[src/bmp565_pkg.sv]
package bmp565_pkg;

	// parser phases
	localparam logic [2:0] PH_IDLE   = 3'd0;
	localparam logic [2:0] PH_HEADER = 3'd1;
	localparam logic [2:0] PH_SKIP   = 3'd2;
	localparam logic [2:0] PH_PIXELS = 3'd3;
	localparam logic [2:0] PH_DONE   = 3'd4;

	// result kinds
	localparam logic [1:0] KIND_CMD    = 2'd0;
	localparam logic [1:0] KIND_DATA   = 2'd1;
	localparam logic [1:0] KIND_STATUS = 2'd2;

	// final status codes
	localparam logic [2:0] ST_DRAWN      = 3'd0;
	localparam logic [2:0] ST_BAD_PLANES = 3'd1;
	localparam logic [2:0] ST_BAD_DEPTH  = 3'd2;
	localparam logic [2:0] ST_COMPRESSED = 3'd3;
	localparam logic [2:0] ST_BAD_SIZE   = 3'd4;

	// configuration register indexes
	localparam logic [1:0] REG_SCREEN_WIDTH  = 2'd0;
	localparam logic [1:0] REG_SCREEN_HEIGHT = 2'd1;
	localparam logic [1:0] REG_COLUMN_OFFSET = 2'd2;
	localparam logic [1:0] REG_ROW_OFFSET    = 2'd3;

	// register reset values
	localparam logic [7:0] SCREEN_WIDTH_RST  = 8'd128;
	localparam logic [7:0] SCREEN_HEIGHT_RST = 8'd160;

	// panel commands
	localparam logic [7:0] CMD_COL_ADDR = 8'h2A;
	localparam logic [7:0] CMD_ROW_ADDR = 8'h2B;
	localparam logic [7:0] CMD_MEM_WR   = 8'h2C;

	// header layout
	localparam logic [5:0] HDR_LAST_BYTE = 6'd33;
	localparam logic [31:0] HDR_BYTES    = 32'd34;
	localparam logic [31:0] MAX_WIDTH    = 32'd1280;
	localparam logic [7:0] DEPTH_24      = 8'd24;

	// results in the window sequence that opens a row
	localparam logic [3:0] WIN_RESULTS = 4'd11;

	typedef struct packed {
		logic [1:0] kind;
		logic [7:0] bus_byte;
		logic [2:0] status;
	} result_t;

	// bgr888 to rgb565
	function automatic logic [15:0] to_rgb565(input logic [7:0] blue, input logic [7:0] green,
			input logic [7:0] red);
		to_rgb565 = {red[7:3], green[7:2], blue[7:3]};
	endfunction

endpackage

[src/bmp24_to_lcd_rgb565_streamer.sv]
// Streams an uncompressed 24-bit BMP file, one byte per input word (file_start set on
// byte 0), and turns it into RGB565 panel bus bytes. Bytes 26..33 of the header are
// checked (1 plane, 24 bpp, no compression) as are width 1..1280 and nonzero height; a
// failing header gives one status word on byte 33. A good image is centered and cropped
// to the screen size held in the configuration registers and drawn bottom-up: the first
// pixel byte of every shown row emits an 11-word window sequence (0x2A, 0x2B, 0x2C with
// address bytes), every third byte of a pixel emits the high and low color words, and the
// last pixel of the top shown row adds a final status word. The input word sits in a
// single input register while its output words leave through one output register at one
// word per cycle when the output is not stalled. A byte that emits no word retires
// without waiting on the output; one that emits words (2 for a completed pixel, 3 for
// the final one, 11 at a row start) is held until its last word is loaded. Configuration
// writes are always taken and should only be made while no word is in flight.
module bmp24_to_lcd_rgb565_streamer
	import bmp565_pkg::*;
(
	input  logic        clk,
	input  logic        arst_n,
	// configuration write channel
	input  logic        cfg_valid,
	output logic        cfg_ready,
	input  logic [1:0]  cfg_index,
	input  logic [7:0]  cfg_data,
	// file byte input
	input  logic        s_tvalid,
	output logic        s_tready,
	input  logic [7:0]  s_tdata,   // [7:0] file_byte
	input  logic        s_tuser,   // [0] file_start
	// panel word output
	output logic        m_tvalid,
	input  logic        m_tready,
	output logic [15:0] m_tdata,   // [7:0] bus_byte, [10:8] status, [15:11] zero
	output logic [1:0]  m_tuser,   // [1:0] kind
	output logic        m_tlast    // last_of_run
);

	// configuration registers
	logic [7:0] scr_w_q, scr_h_q;
	logic [6:0] col_off_q, row_off_q;

	// parser state
	logic [2:0]  phase_q;
	logic [31:0] pos_q, offset_q, img_w_q, img_h_q;
	logic [7:0]  row_q;
	logic [11:0] bir_q;
	logic [1:0]  k_q;
	logic [15:0] held_q;
	logic [2:0]  fault_q;

	// input register
	logic       in_valid_s1;
	logic [7:0] byte_s1;
	logic       start_s1;

	// output register and burst index
	logic       out_valid_q;
	result_t    out_res_q;
	logic       out_last_q;
	logic [3:0] idx_q;

	// state as seen by the held word (a file start clears it)
	logic [2:0]  e_phase;
	logic [31:0] e_pos, e_off, e_img_w, e_img_h;
	logic [7:0]  e_row;
	logic [11:0] e_bir;
	logic [1:0]  e_k;
	logic [15:0] e_held;
	logic [2:0]  e_fault;

	// geometry
	logic [7:0]  scr_w, scr_h;
	logic [10:0] bw;
	logic        w_clip, h_big;
	logic [7:0]  w8, xs, xe, first_row, row_init;
	logic [9:0]  w3;
	logic [11:0] iw;
	logic [31:0] skip_rows;
	logic [43:0] skip_prod;
	logic [44:0] start_sum;
	logic [31:0] start_pos;

	// per word decode
	logic        pix_call, win, pix, fin, fault_res;
	logic [3:0]  n_res;
	logic [15:0] rgb;
	logic [7:0]  col_a, col_b, row_a;
	result_t     cur_res;
	logic        cur_last;

	// next state
	logic [2:0]  n_phase;
	logic [31:0] n_pos, n_off, n_img_w, n_img_h;
	logic [7:0]  n_row;
	logic [11:0] n_bir;
	logic [1:0]  n_k;
	logic [15:0] n_held;
	logic [2:0]  n_fault;
	logic [2:0]  hdr_fault;
	logic [5:0]  hpos;
	logic [1:0]  hsel;

	// handshake
	logic out_free, load, retire, in_take;

	assign cfg_ready = 1'b1;

	// configuration writes
	always_ff @(posedge clk or negedge arst_n) begin
		if (!arst_n) begin
			scr_w_q   <= SCREEN_WIDTH_RST;
			scr_h_q   <= SCREEN_HEIGHT_RST;
			col_off_q <= '0;
			row_off_q <= '0;
		end else if (cfg_valid) begin
			case (cfg_index)
				REG_SCREEN_WIDTH:  scr_w_q <= cfg_data;
				REG_SCREEN_HEIGHT: scr_h_q <= cfg_data;
				REG_COLUMN_OFFSET: col_off_q <= cfg_data[6:0];
				REG_ROW_OFFSET:    row_off_q <= cfg_data[6:0];
				default: ;
			endcase
		end
	end

	// effective state for the held word
	always_comb begin
		e_phase = start_s1 ? PH_HEADER : phase_q;
		e_pos   = start_s1 ? '0 : pos_q;
		e_off   = start_s1 ? '0 : offset_q;
		e_img_w = start_s1 ? '0 : img_w_q;
		e_img_h = start_s1 ? '0 : img_h_q;
		e_row   = start_s1 ? '0 : row_q;
		e_bir   = start_s1 ? '0 : bir_q;
		e_k     = start_s1 ? '0 : k_q;
		e_held  = start_s1 ? '0 : held_q;
		e_fault = start_s1 ? '0 : fault_q;
	end

	// screen geometry, centering and cropping
	always_comb begin
		scr_w     = (scr_w_q == 8'd0) ? 8'd1 : scr_w_q;
		scr_h     = (scr_h_q == 8'd0) ? 8'd1 : scr_h_q;
		bw        = e_img_w[10:0];
		w_clip    = bw > {3'b000, scr_w};
		w8        = w_clip ? scr_w : bw[7:0];
		xs        = w_clip ? 8'd0 : 8'(({3'b000, scr_w} - bw) >> 1);
		xe        = w_clip ? 8'(scr_w - 8'd1) : 8'(xs + bw[7:0] - 8'd1);
		w3        = {1'b0, w8, 1'b0} + {2'b00, w8};
		iw        = 12'(({2'b00, bw} + {1'b0, bw, 1'b0} + 13'd3) & ~13'd3);
		h_big     = e_img_h > {24'd0, scr_h};
		first_row = h_big ? 8'd0 : 8'((scr_h - e_img_h[7:0]) >> 1);
		row_init  = h_big ? 8'(scr_h - 8'd1) : 8'(first_row + e_img_h[7:0] - 8'd1);
		skip_rows = h_big ? (e_img_h - {24'd0, scr_h}) : 32'd0;
		skip_prod = {12'd0, skip_rows} * {32'd0, iw};
		start_sum = {1'b0, skip_prod} + {13'd0, e_off};
		if (start_sum < {13'd0, HDR_BYTES}) begin
			start_pos = HDR_BYTES;
		end else if (start_sum[44:32] != 13'd0) begin
			start_pos = '1;
		end else begin
			start_pos = start_sum[31:0];
		end
	end

	// which words the held byte emits
	always_comb begin
		hpos      = e_pos[5:0];
		// byte lane of a multi-byte header field
		hsel      = hpos[1:0] - 2'd2;
		pix_call  = (e_phase == PH_PIXELS) || ((e_phase == PH_SKIP) && (e_pos == e_off));
		win       = pix_call && (e_bir == 12'd0);
		pix       = pix_call && (e_bir < {2'b00, w3}) && (e_k == 2'd2);
		fin       = pix && (e_bir == {2'b00, w3} - 12'd1) && (e_row <= first_row);
		hdr_fault = e_fault;
		if (e_phase == PH_HEADER) begin
			if ((hpos == 6'd26 && byte_s1 != 8'd1) || (hpos == 6'd27 && byte_s1 != 8'd0)) begin
				if (hdr_fault == ST_DRAWN) hdr_fault = ST_BAD_PLANES;
			end
			if ((hpos == 6'd28 && byte_s1 != DEPTH_24) || (hpos == 6'd29 && byte_s1 != 8'd0)) begin
				if (hdr_fault == ST_DRAWN) hdr_fault = ST_BAD_DEPTH;
			end
			if (hpos >= 6'd30 && hpos <= 6'd33 && byte_s1 != 8'd0) begin
				if (hdr_fault == ST_DRAWN) hdr_fault = ST_COMPRESSED;
			end
			if (hpos == HDR_LAST_BYTE && hdr_fault == ST_DRAWN &&
					(e_img_w == 32'd0 || e_img_w > MAX_WIDTH || e_img_h == 32'd0)) begin
				hdr_fault = ST_BAD_SIZE;
			end
		end
		fault_res = (e_phase == PH_HEADER) && (hpos == HDR_LAST_BYTE) && (hdr_fault != ST_DRAWN);
		if (fault_res) begin
			n_res = 4'd1;
		end else if (win) begin
			n_res = WIN_RESULTS;
		end else if (pix) begin
			n_res = fin ? 4'd3 : 4'd2;
		end else begin
			n_res = 4'd0;
		end
	end

	// word selected by the burst index
	always_comb begin
		rgb      = to_rgb565(e_held[7:0], e_held[15:8], byte_s1);
		col_a    = 8'({1'b0, col_off_q} + xs);
		col_b    = 8'({1'b0, col_off_q} + xe);
		row_a    = 8'({1'b0, row_off_q} + e_row);
		cur_res  = '{kind: KIND_DATA, bus_byte: 8'd0, status: ST_DRAWN};
		cur_last = (idx_q == n_res - 4'd1);
		if (fault_res) begin
			cur_res = '{kind: KIND_STATUS, bus_byte: 8'd0, status: hdr_fault};
		end else if (win) begin
			case (idx_q)
				4'd0:    cur_res = '{kind: KIND_CMD, bus_byte: CMD_COL_ADDR, status: ST_DRAWN};
				4'd2:    cur_res.bus_byte = col_a;
				4'd4:    cur_res.bus_byte = col_b;
				4'd5:    cur_res = '{kind: KIND_CMD, bus_byte: CMD_ROW_ADDR, status: ST_DRAWN};
				4'd7:    cur_res.bus_byte = row_a;
				4'd9:    cur_res.bus_byte = row_a;
				4'd10:   cur_res = '{kind: KIND_CMD, bus_byte: CMD_MEM_WR, status: ST_DRAWN};
				default: cur_res.bus_byte = 8'd0;
			endcase
		end else begin
			case (idx_q)
				4'd0:    cur_res.bus_byte = rgb[15:8];
				4'd1:    cur_res.bus_byte = rgb[7:0];
				default: cur_res = '{kind: KIND_STATUS, bus_byte: 8'd0, status: ST_DRAWN};
			endcase
		end
	end

	// state after the held byte
	always_comb begin
		n_phase = e_phase;
		n_pos   = e_pos;
		n_off   = e_off;
		n_img_w = e_img_w;
		n_img_h = e_img_h;
		n_row   = e_row;
		n_bir   = e_bir;
		n_k     = e_k;
		n_held  = e_held;
		n_fault = e_fault;
		// header fields
		if (e_phase == PH_HEADER) begin
			n_fault = hdr_fault;
			if (hpos >= 6'd10 && hpos <= 6'd13) begin
				n_off[{hsel, 3'b000} +: 8] = e_off[{hsel, 3'b000} +: 8] | byte_s1;
			end else if (hpos >= 6'd18 && hpos <= 6'd21) begin
				n_img_w[{hsel, 3'b000} +: 8] = e_img_w[{hsel, 3'b000} +: 8] | byte_s1;
			end else if (hpos >= 6'd22 && hpos <= 6'd25) begin
				n_img_h[{hsel, 3'b000} +: 8] = e_img_h[{hsel, 3'b000} +: 8] | byte_s1;
			end
			if (hpos == HDR_LAST_BYTE) begin
				if (fault_res) begin
					n_phase = PH_DONE;
				end else begin
					n_off   = start_pos;
					n_row   = row_init;
					n_bir   = '0;
					n_k     = '0;
					n_held  = '0;
					n_phase = PH_SKIP;
				end
			end
		end
		// position counts in header and skip phases, saturating
		if ((e_phase == PH_HEADER || e_phase == PH_SKIP) && e_pos != 32'hFFFF_FFFF) begin
			n_pos = e_pos + 32'd1;
		end
		// pixel bytes
		if (pix_call) begin
			n_phase = PH_PIXELS;
			if (e_bir < {2'b00, w3}) begin
				case (e_k)
					2'd0:    n_held = {8'd0, byte_s1};
					2'd1:    n_held = {byte_s1, e_held[7:0]};
					default: n_held = e_held;
				endcase
			end
			if (fin) begin
				n_phase = PH_DONE;
			end else if (e_bir + 12'd1 >= iw) begin
				n_bir = '0;
				n_k   = '0;
				if (e_row != 8'd0) n_row = e_row - 8'd1;
			end else begin
				n_bir = e_bir + 12'd1;
				n_k   = (e_k == 2'd2) ? 2'd0 : e_k + 2'd1;
			end
		end
	end

	// handshake between input register and output register
	assign out_free = !out_valid_q || m_tready;
	assign load     = in_valid_s1 && (n_res != 4'd0) && out_free;
	assign retire   = in_valid_s1 && ((n_res == 4'd0) || (load && cur_last));
	assign s_tready = !in_valid_s1 || retire;
	assign in_take  = s_tvalid && s_tready;

	// input register
	always_ff @(posedge clk or negedge arst_n) begin
		if (!arst_n) begin
			in_valid_s1 <= 1'b0;
		end else if (in_take) begin
			in_valid_s1 <= 1'b1;
		end else if (retire) begin
			in_valid_s1 <= 1'b0;
		end
	end

	always_ff @(posedge clk) begin
		if (in_take) begin
			byte_s1  <= s_tdata;
			start_s1 <= s_tuser;
		end
	end

	// parser state update when a word retires
	always_ff @(posedge clk or negedge arst_n) begin
		if (!arst_n) begin
			phase_q  <= PH_IDLE;
			pos_q    <= '0;
			offset_q <= '0;
			img_w_q  <= '0;
			img_h_q  <= '0;
			row_q    <= '0;
			bir_q    <= '0;
			k_q      <= '0;
			held_q   <= '0;
			fault_q  <= '0;
		end else if (retire) begin
			phase_q  <= n_phase;
			pos_q    <= n_pos;
			offset_q <= n_off;
			img_w_q  <= n_img_w;
			img_h_q  <= n_img_h;
			row_q    <= n_row;
			bir_q    <= n_bir;
			k_q      <= n_k;
			held_q   <= n_held;
			fault_q  <= n_fault;
		end
	end

	// burst index and output register
	always_ff @(posedge clk or negedge arst_n) begin
		if (!arst_n) begin
			idx_q       <= '0;
			out_valid_q <= 1'b0;
		end else begin
			if (load) begin
				idx_q <= cur_last ? 4'd0 : idx_q + 4'd1;
			end
			if (load) begin
				out_valid_q <= 1'b1;
			end else if (m_tready) begin
				out_valid_q <= 1'b0;
			end
		end
	end

	always_ff @(posedge clk) begin
		if (load) begin
			out_res_q  <= cur_res;
			out_last_q <= cur_last;
		end
	end

	assign m_tvalid = out_valid_q;
	assign m_tdata  = {5'd0, out_res_q.status, out_res_q.bus_byte};
	assign m_tuser  = out_res_q.kind;
	assign m_tlast  = out_last_q;

endmodule
[config.mk]
export PLATFORM = sky130hd
export DESIGN_NAME = bmp24_to_lcd_rgb565_streamer
export DESIGN_NICKNAME = d
export VERILOG_FILES = /design/src/bmp565_pkg.sv /design/src/bmp24_to_lcd_rgb565_streamer.sv
export SDC_FILE = /design/constraint.sdc
export NUM_CORES = 2
export LEC_CHECK = 0
export BUFFER_PORTS_ARGS = -buffer_cell sky130_fd_sc_hd__clkbuf_2
export CORE_UTILIZATION = 66
export CTS_BUF_LIST = sky130_fd_sc_hd__clkbuf_16
export DETAILED_ROUTE_END_ITERATION = 6
export GPL_ROUTABILITY_DRIVEN = 0
export PLACE_DENSITY = 0.83
export SKIP_CTS_REPAIR_TIMING = 1
export SLEW_MARGIN = 20
export SYNTH_ARGS = -nofsm -noshare
export SYNTH_HDL_FRONTEND = slang
export SYNTH_SLANG_ARGS = --single-unit
export TNS_END_PERCENT = 10
[constraint.sdc]
create_clock -name clk -period 15.2 [get_ports clk]
set_input_delay 0 -clock clk [delete_from_list [all_inputs] [get_ports clk]]
set_output_delay 0 -clock clk [all_outputs]
set_load 0.05 [all_outputs]
# Word-level counts from Yosys, hierarchy flattened
# Cells that the tools add are included.
# Widths: inputs -> output; s select.
word_totals:
  register_bits: 231
  in_bits: 24
  out_inout_bits: 22
  wordCells: 256
classes:
  n_addsub: 25
  multipliers: 1
  order_cmp: 15
  eq_ne: 26
  shifts: 7
  muxes: 93
  bitwise: 3
  n_reduce_logical: 63
op_table:
  columns: ["op", "count"]
  rows:
  - ["$mux 32", 19]
  - ["$mux 8", 14]
  - ["$bwmux 32", 3]
  - ["$mux 16", 6]
  - ["$shiftx 32x6->8", 3]
  - ["$shiftx 8x7->32", 3]
  - ["$mux 12", 7]
  - ["$logic_not 32->1", 2]
  - ["$mux 3", 20]
  - ["$pmux 8 s6", 1]
  - ["$add 44x32->45", 1]
  - ["$lt 45x6->1 const B", 1]
  - ["$mul 32x10->42", 1]
  - ["$sub 8x1->8 const B", 5]
  - ["$add 32x1->32 const B", 1]
  - ["$add 7x8->8", 4]
  - ["$eq 32x32->1", 1]
  - ["$gt 32x11->1 const B", 1]
  - ["$gt 32x8->1", 1]
  - ["$ne 32x32->1 const B", 1]
  - ["$pmux 16 s2", 1]
  - ["$shift 8x7->32 const A", 1]
  - ["$sub 32x8->32", 1]
  - ["$logic_and 1x1->1", 25]
  - ["58 further kinds", 110]

# Depth between registers and ports, before layout
logic_depth:
  depth_word: 31
  mapped_depth: 56
  depth_no_buf: 50

# Worst setup path before layout
# No wires, ideal clock.
synth_path:
  kind: "register -> register"
  start: "reg start_s1"
  end: "reg offset_q[10]"
  setup_ns: 0.127
  arrival_ns: 11.511
  t_required_ns: 15.073
  setup_slack_ns: 3.562
  path_stages_with_launch: 55
  path_buffers: 6
  period_less_slack_ns: 11.638
  cell_sequence: "edfxtp_1 inv_2 clkbuf_1 buf_1 clkbuf_1 clkbuf_1 nand2_1 ha_1 ha_1 inv_1 a21oi_1 o21ai_0 a21boi_0 o21ai_0 nand2b_1 a21o_1 a21o_1 a21o_1 [... 19 more ...] nor3_1 nor2_1 o21bai_1 a21oi_1 xnor2_1 ha_1 a21oi_1 nand2_1 o31ai_1 o22ai_1 a211o_1 nand2b_1 mux2i_1 a32oi_1 or4b_1 buf_2 a211oi_1 o31ai_1"
synth_via:
  elab_chain_cells: 28
  elab_cells_between_ends: 109
  cone_classes: "10 x add/sub; 1 x mul; 10 x order compare; 12 x eq/ne; 3 x shift; 34 x mux; 1 x bitwise; 38 x reduce/logical"
synth_lines:
  columns: ["item", "line_no", "source"]
  rows:
  - ["from (decl)", "bmp24_to_lcd_rgb565_streamer.sv:53", "logic start_s1;"]
  - ["from (signal assigned)", "bmp24_to_lcd_rgb565_streamer.sv:315", "start_s1 <= s_tuser;"]
  - ["branches (longest 28 deep; another with $add 44x32->45)", null, null]
  - ["to (signal assigned)", "bmp24_to_lcd_rgb565_streamer.sv:335", "offset_q <= n_off;"]
  - ["to (decl)", "bmp24_to_lcd_rgb565_streamer.sv:43", "logic [31:0] pos_q, offset_q, img_w_q, img_h_q;"]
# Several ways; the timed one is not identified. The select of a mux whose other input is x is not followed.
# A chain may end at the register's enable or synchronous reset.

# Final worst setup path
layout_path:
  start: "reg start_s1"
  end: "reg offset_q[7]"
# Same word-level chain as after synthesis.

==> key figures <==
Logic synthesis
  – Top cell type by total area after synthesis: sky130_fd_sc_hd__dfrtp_1
  – Most common cell in the netlist: sky130_fd_sc_hd__nand2_1
  – Post-synth EDFFs: 23
  – Synthesized area per cell: 8.09 um^2
  – Number of warnings reported in the yosys synthesis log: 0
  – Post-Syn Instances: 3,802
  – Area share of the largest cell type after synthesis: 0.163
  – Cells taking the most area after synthesis: sky130_fd_sc_hd__dfrtp_1 16%, sky130_fd_sc_hd__fa_1 16%, sky130_fd_sc_hd__ha_1 11%
  – Commonest register cell after synthesis: sky130_fd_sc_hd__dfrtp_1
  – Proportion of synthesized flip-flops having asynchronous set or reset: 0.898
  – Sequential-to-total area share from yosys stat: 0.188
  – Count of state elements after synthesis: 226
  – Yosys cell types: 97
  – Mapped cell area: 30,700 um^2
  – Post-synth top cells: 477 x sky130_fd_sc_hd__nand2_1, 399 x sky130_fd_sc_hd__inv_1, 347 x sky130_fd_sc_hd__nor2_1

Critical path
  – Critical Path Start Type: flop
  – Worst Reg-to-Reg Cells: 45
  – Arrival time at the worst endpoint: 14.04 ns
  – Flop-to-flop setup slack: 1.59 ns
  – Crit path kind: reg2reg
  – Beginning of the worst register-to-register path: start_s1
  – Highest-delay cell along the critical path: sky130_fd_sc_hd__clkinv_1
  – Endpoint of the worst-slack reg-to-reg timing path: offset_q[7]
  – Critical Path End: offset_q[7]
  – Most used cell, CP: sky130_fd_sc_hd__fa_1
  – Source of the critical timing path: start_s1
  – Worst Path Required: 15.63 ns
  – Kind of end point of the critical path: flop
  – Critical path fanouts, max: 56
  – Delay contributed by the slowest stage of the critical path: 1.05 ns

Routing
  – Routed length per placed instance: 21.9 um
  – Post-detailed-route via-to-cell ratio: 6.68
  – Count of TritonRoute iterations in the first routing pass: 7
  – Routed wire length: 95,400 um
  – Drc violations: 4
  – DRC marker count from the first detailed-route iteration: 3,975
  – Routed Antenna Nets: 0
  – Via count: 29,103

Finish
  – Share of layout cells above drive strength 1: 0.0570
  – Filler Cell Count: 3,594
  – P&R area growth vs syn: 4.73%
  – # nets final: 4,269

Die
  – Area enclosed by the die boundary: 47,500 um^2
  – Initial Util: 0.673
  – # rows: 78
  – Die X-Extent: 218 um
  – I/O pin count: 46
  – Placeable Area: 45,700 um^2
  – Die H: 218 um

Placed design
  – I/O Buffers: 39
  – Half-perimeter wire length of the detailed placement result: 72,500 um
  – Dpl ws: 1.92 ns

STA
  – Maximum operating frequency: 0.0735 GHz
  – Worst-case hold slack: -0.0148 ns
  – Post-route clock period utilization: 0.895
  – Min Clock Period, post-route: 13.61 ns
  – Slack of the critical path: 1.59 ns
  – Count of endpoints failing hold in the final timing report: 7
  – Headroom to the max-slew limit: 0.200
  – Worst Clk Skew: 0.0382 ns
  – Setup violations, final: 0
  – Final number of max-transition violations: 0
  – Final setup TNS: 0 ns
  – Setup repair after global routing missed its margin: false
  – Transition time at the pin with the least slew margin: 1.20 ns

Clock network
  – Clock tree from TritonCTS: built
  – Clock net sink count: 226
  – Clock transition at path regs: 0.07 ns
  – H-tree Lvls: 1
  – Clock insertion delay at the later pin of the skew report: 0.58 ns
  – Clock Root Buffer: sky130_fd_sc_hd__clkbuf_16
  – Buffer levels on the longest clock path: 3
  – Clock buffer count from CTS: 24

Power and ir drop
  – Clock network fraction of design power: 0.208
  – Power density over the cells: 87.2 nW/um^2
  – Seq pwr share: 0.289
  – Internal power: 1490 uW
  – Peak VDD IR: 0.130 mV
  – Sw power: 1320 uW
  – Overall power of the completed layout: 2810 uW
  – Sw Ratio: 0.470
  – Static leakage: 0.0149 uW
  – Comb power frac: 0.504

Outcome
  – Result of the run: finished with violations
  – Failing checks: DRC, hold timing

Global routing
  – Global-route total usage across every layer: 0.403
  – Pin count of the biggest net entering global routing: 133
  – Remaining global-route overflow: 0
  – Global-route wire length before repair: 150,000 um
  – Vias in the first global route: 27,457
  – Number of antenna violations at the first check in global routing: 2

Hold path
  – Class of the tightest hold or removal check: in2reg

Run
  – Total of max-cap violations: 0
[worst min-delay path by stage]
| stage | slack (ns) | depth (start not counted) | endpoint | startpoint |
|---|---|---|---|---|
| floorplan | -0.30 | 0 | bir_q[0] | arst_n |
| global placement | 0.04 | 1 | col_off_q[3] | arst_n |
| detailed placement | 0.04 | 1 | col_off_q[2] | arst_n |
| CTS | -0.53 | 1 | bir_q[8] | arst_n |
| global route | 0.02 | 4 | scr_w_q[3] | cfg_index[0] |
| finish | -0.01 | 4 | scr_w_q[6] | cfg_index[1] |
[flip-flops by register name (all words and copies together) (netlist names)]
name / flops
img_h_q: 32
img_w_q: 32
offset_q: 32
pos_q: 32
bir_q: 12
held_q: 11
m_tdata: 11
byte_s1: 8
row_q: 8
scr_h_q: 8
scr_w_q: 8
col_off_q: 7
row_off_q: 7
idx_q: 4
fault_q: 3
phase_q: 3
k_q: 2
m_tuser: 2
in_valid_s1: 1
m_tlast: 1
m_tvalid: 1
start_s1: 1
[power groups by stage]
| stage | Sequential, uW | Clock [uW] | Combinational [uW] |
|---|---|---|---|
| detailed placement | 813 | 0 | 1350 |
| CTS | 803 | 581 | 1360 |
| global placement | 812 | 0 | 1330 |
| finish | 811 | 583 | 1410 |
| global route | 816 | 609 | 1520 |
| floorplan | 786 | 0 | 1010 |
[layer usage]
layer / track usage / wire length [um] / vias to the layer above
li1: - / - / 12956
met2: 0.595 / 40500 / 2107
met3: 0.129 / 13200 / 376
met4: 0.178 / 5260 / 0
met1: 0.540 / 36500 / 13664
met5: 0 / 0 / -
[through the flow]
stage,cells,util,hold slack (ns),area [um^2]
floorplan,3806,-,-0.296,30800
global placement,4290,0.684,0.0418,31200
detailed placement,4290,0.684,0.0403,31200
CTS,4333,0.700,-0.534,32000
global route,4353,0.705,0.0156,32200
finish,4355,0.705,-0.0148,32200
[cells in the final DEF, fill, tap and decap left out, types with 19 or more instances in the layout]
| cell type | instances |
|---|---|
| sky130_fd_sc_hd__mux4_2 | 22 |
| sky130_fd_sc_hd__nor4_1 | 30 |
| sky130_fd_sc_hd__a21oi_1 | 247 |
| sky130_fd_sc_hd__or3_1 | 20 |
| sky130_fd_sc_hd__a22oi_1 | 33 |
| sky130_fd_sc_hd__o22ai_1 | 25 |
| sky130_fd_sc_hd__a211oi_1 | 31 |
| sky130_fd_sc_hd__and2_1 | 37 |
| sky130_fd_sc_hd__nor2_1 | 345 |
| sky130_fd_sc_hd__a31oi_1 | 30 |
| sky130_fd_sc_hd__dfrtp_1 | 200 |
| sky130_fd_sc_hd__o21ai_1 | 30 |
| sky130_fd_sc_hd__ha_1 | 262 |
| sky130_fd_sc_hd__and3_1 | 22 |
| sky130_fd_sc_hd__nor2b_1 | 55 |
| sky130_fd_sc_hd__nand3_1 | 79 |
| sky130_fd_sc_hd__xor2_1 | 58 |
| sky130_fd_sc_hd__xnor2_1 | 114 |
| sky130_fd_sc_hd__nor3_1 | 75 |
| sky130_fd_sc_hd__fa_1 | 247 |
| sky130_fd_sc_hd__o21ai_0 | 240 |
| sky130_fd_sc_hd__a21o_1 | 63 |
| sky130_fd_sc_hd__clkbuf_16 | 24 |
| sky130_fd_sc_hd__dlygate4sd3_1 | 20 |
| sky130_fd_sc_hd__buf_4 | 31 |
| sky130_fd_sc_hd__o211ai_1 | 24 |
| sky130_fd_sc_hd__nand4_1 | 38 |
| sky130_fd_sc_hd__edfxtp_1 | 23 |
| sky130_fd_sc_hd__o21bai_1 | 19 |
| sky130_fd_sc_hd__mux2_2 | 27 |
| sky130_fd_sc_hd__a22o_1 | 25 |
| sky130_fd_sc_hd__clkbuf_2 | 38 |
| sky130_fd_sc_hd__nand2_1 | 477 |
| sky130_fd_sc_hd__o21a_1 | 23 |
| sky130_fd_sc_hd__inv_1 | 402 |
| sky130_fd_sc_hd__nand2b_1 | 29 |
[critical path, delay by kind of cell, from the launching register on]
kind | cells | cell delay [ns]
flops | 1 | 0.42
xor+xnor | 2 | 0.98
simple gates | 10 | 2.62
fa+ha+maj | 9 | 3.81
buf+inv | 6 | 2.00
compound gates | 17 | 3.47
mux | 1 | 0.13
[cell families (layout without fill, tap and decap cells)]
family                     count (synthesis)  after routing  synth area share
and+or+nand+nor                         1298           1298             0.196
AOI/OAI and AO/OA                        940            940             0.194
buffers and inverters                    591            538            0.0748
adders and majority gates                509            509             0.267
DFF                                      226            226             0.188
xor gates and xnor gates                 173            173            0.0493
muxes                                     63             63            0.0306
other                                      2              8          0.000244
[layout make-up]
type                    count  area (um^2)  area share
repair buffers             92          668      0.0207
diodes                      2         5.00    0.000155
clock buffers              24          601      0.0187
multi-input cells        2989        22700       0.706
inverters                 403         1510      0.0470
well taps                 600          751      0.0233
clock inverters            19          161     0.00501
flip-flops and latches    226         5770       0.179
Power figures use the tool's default switching activity.
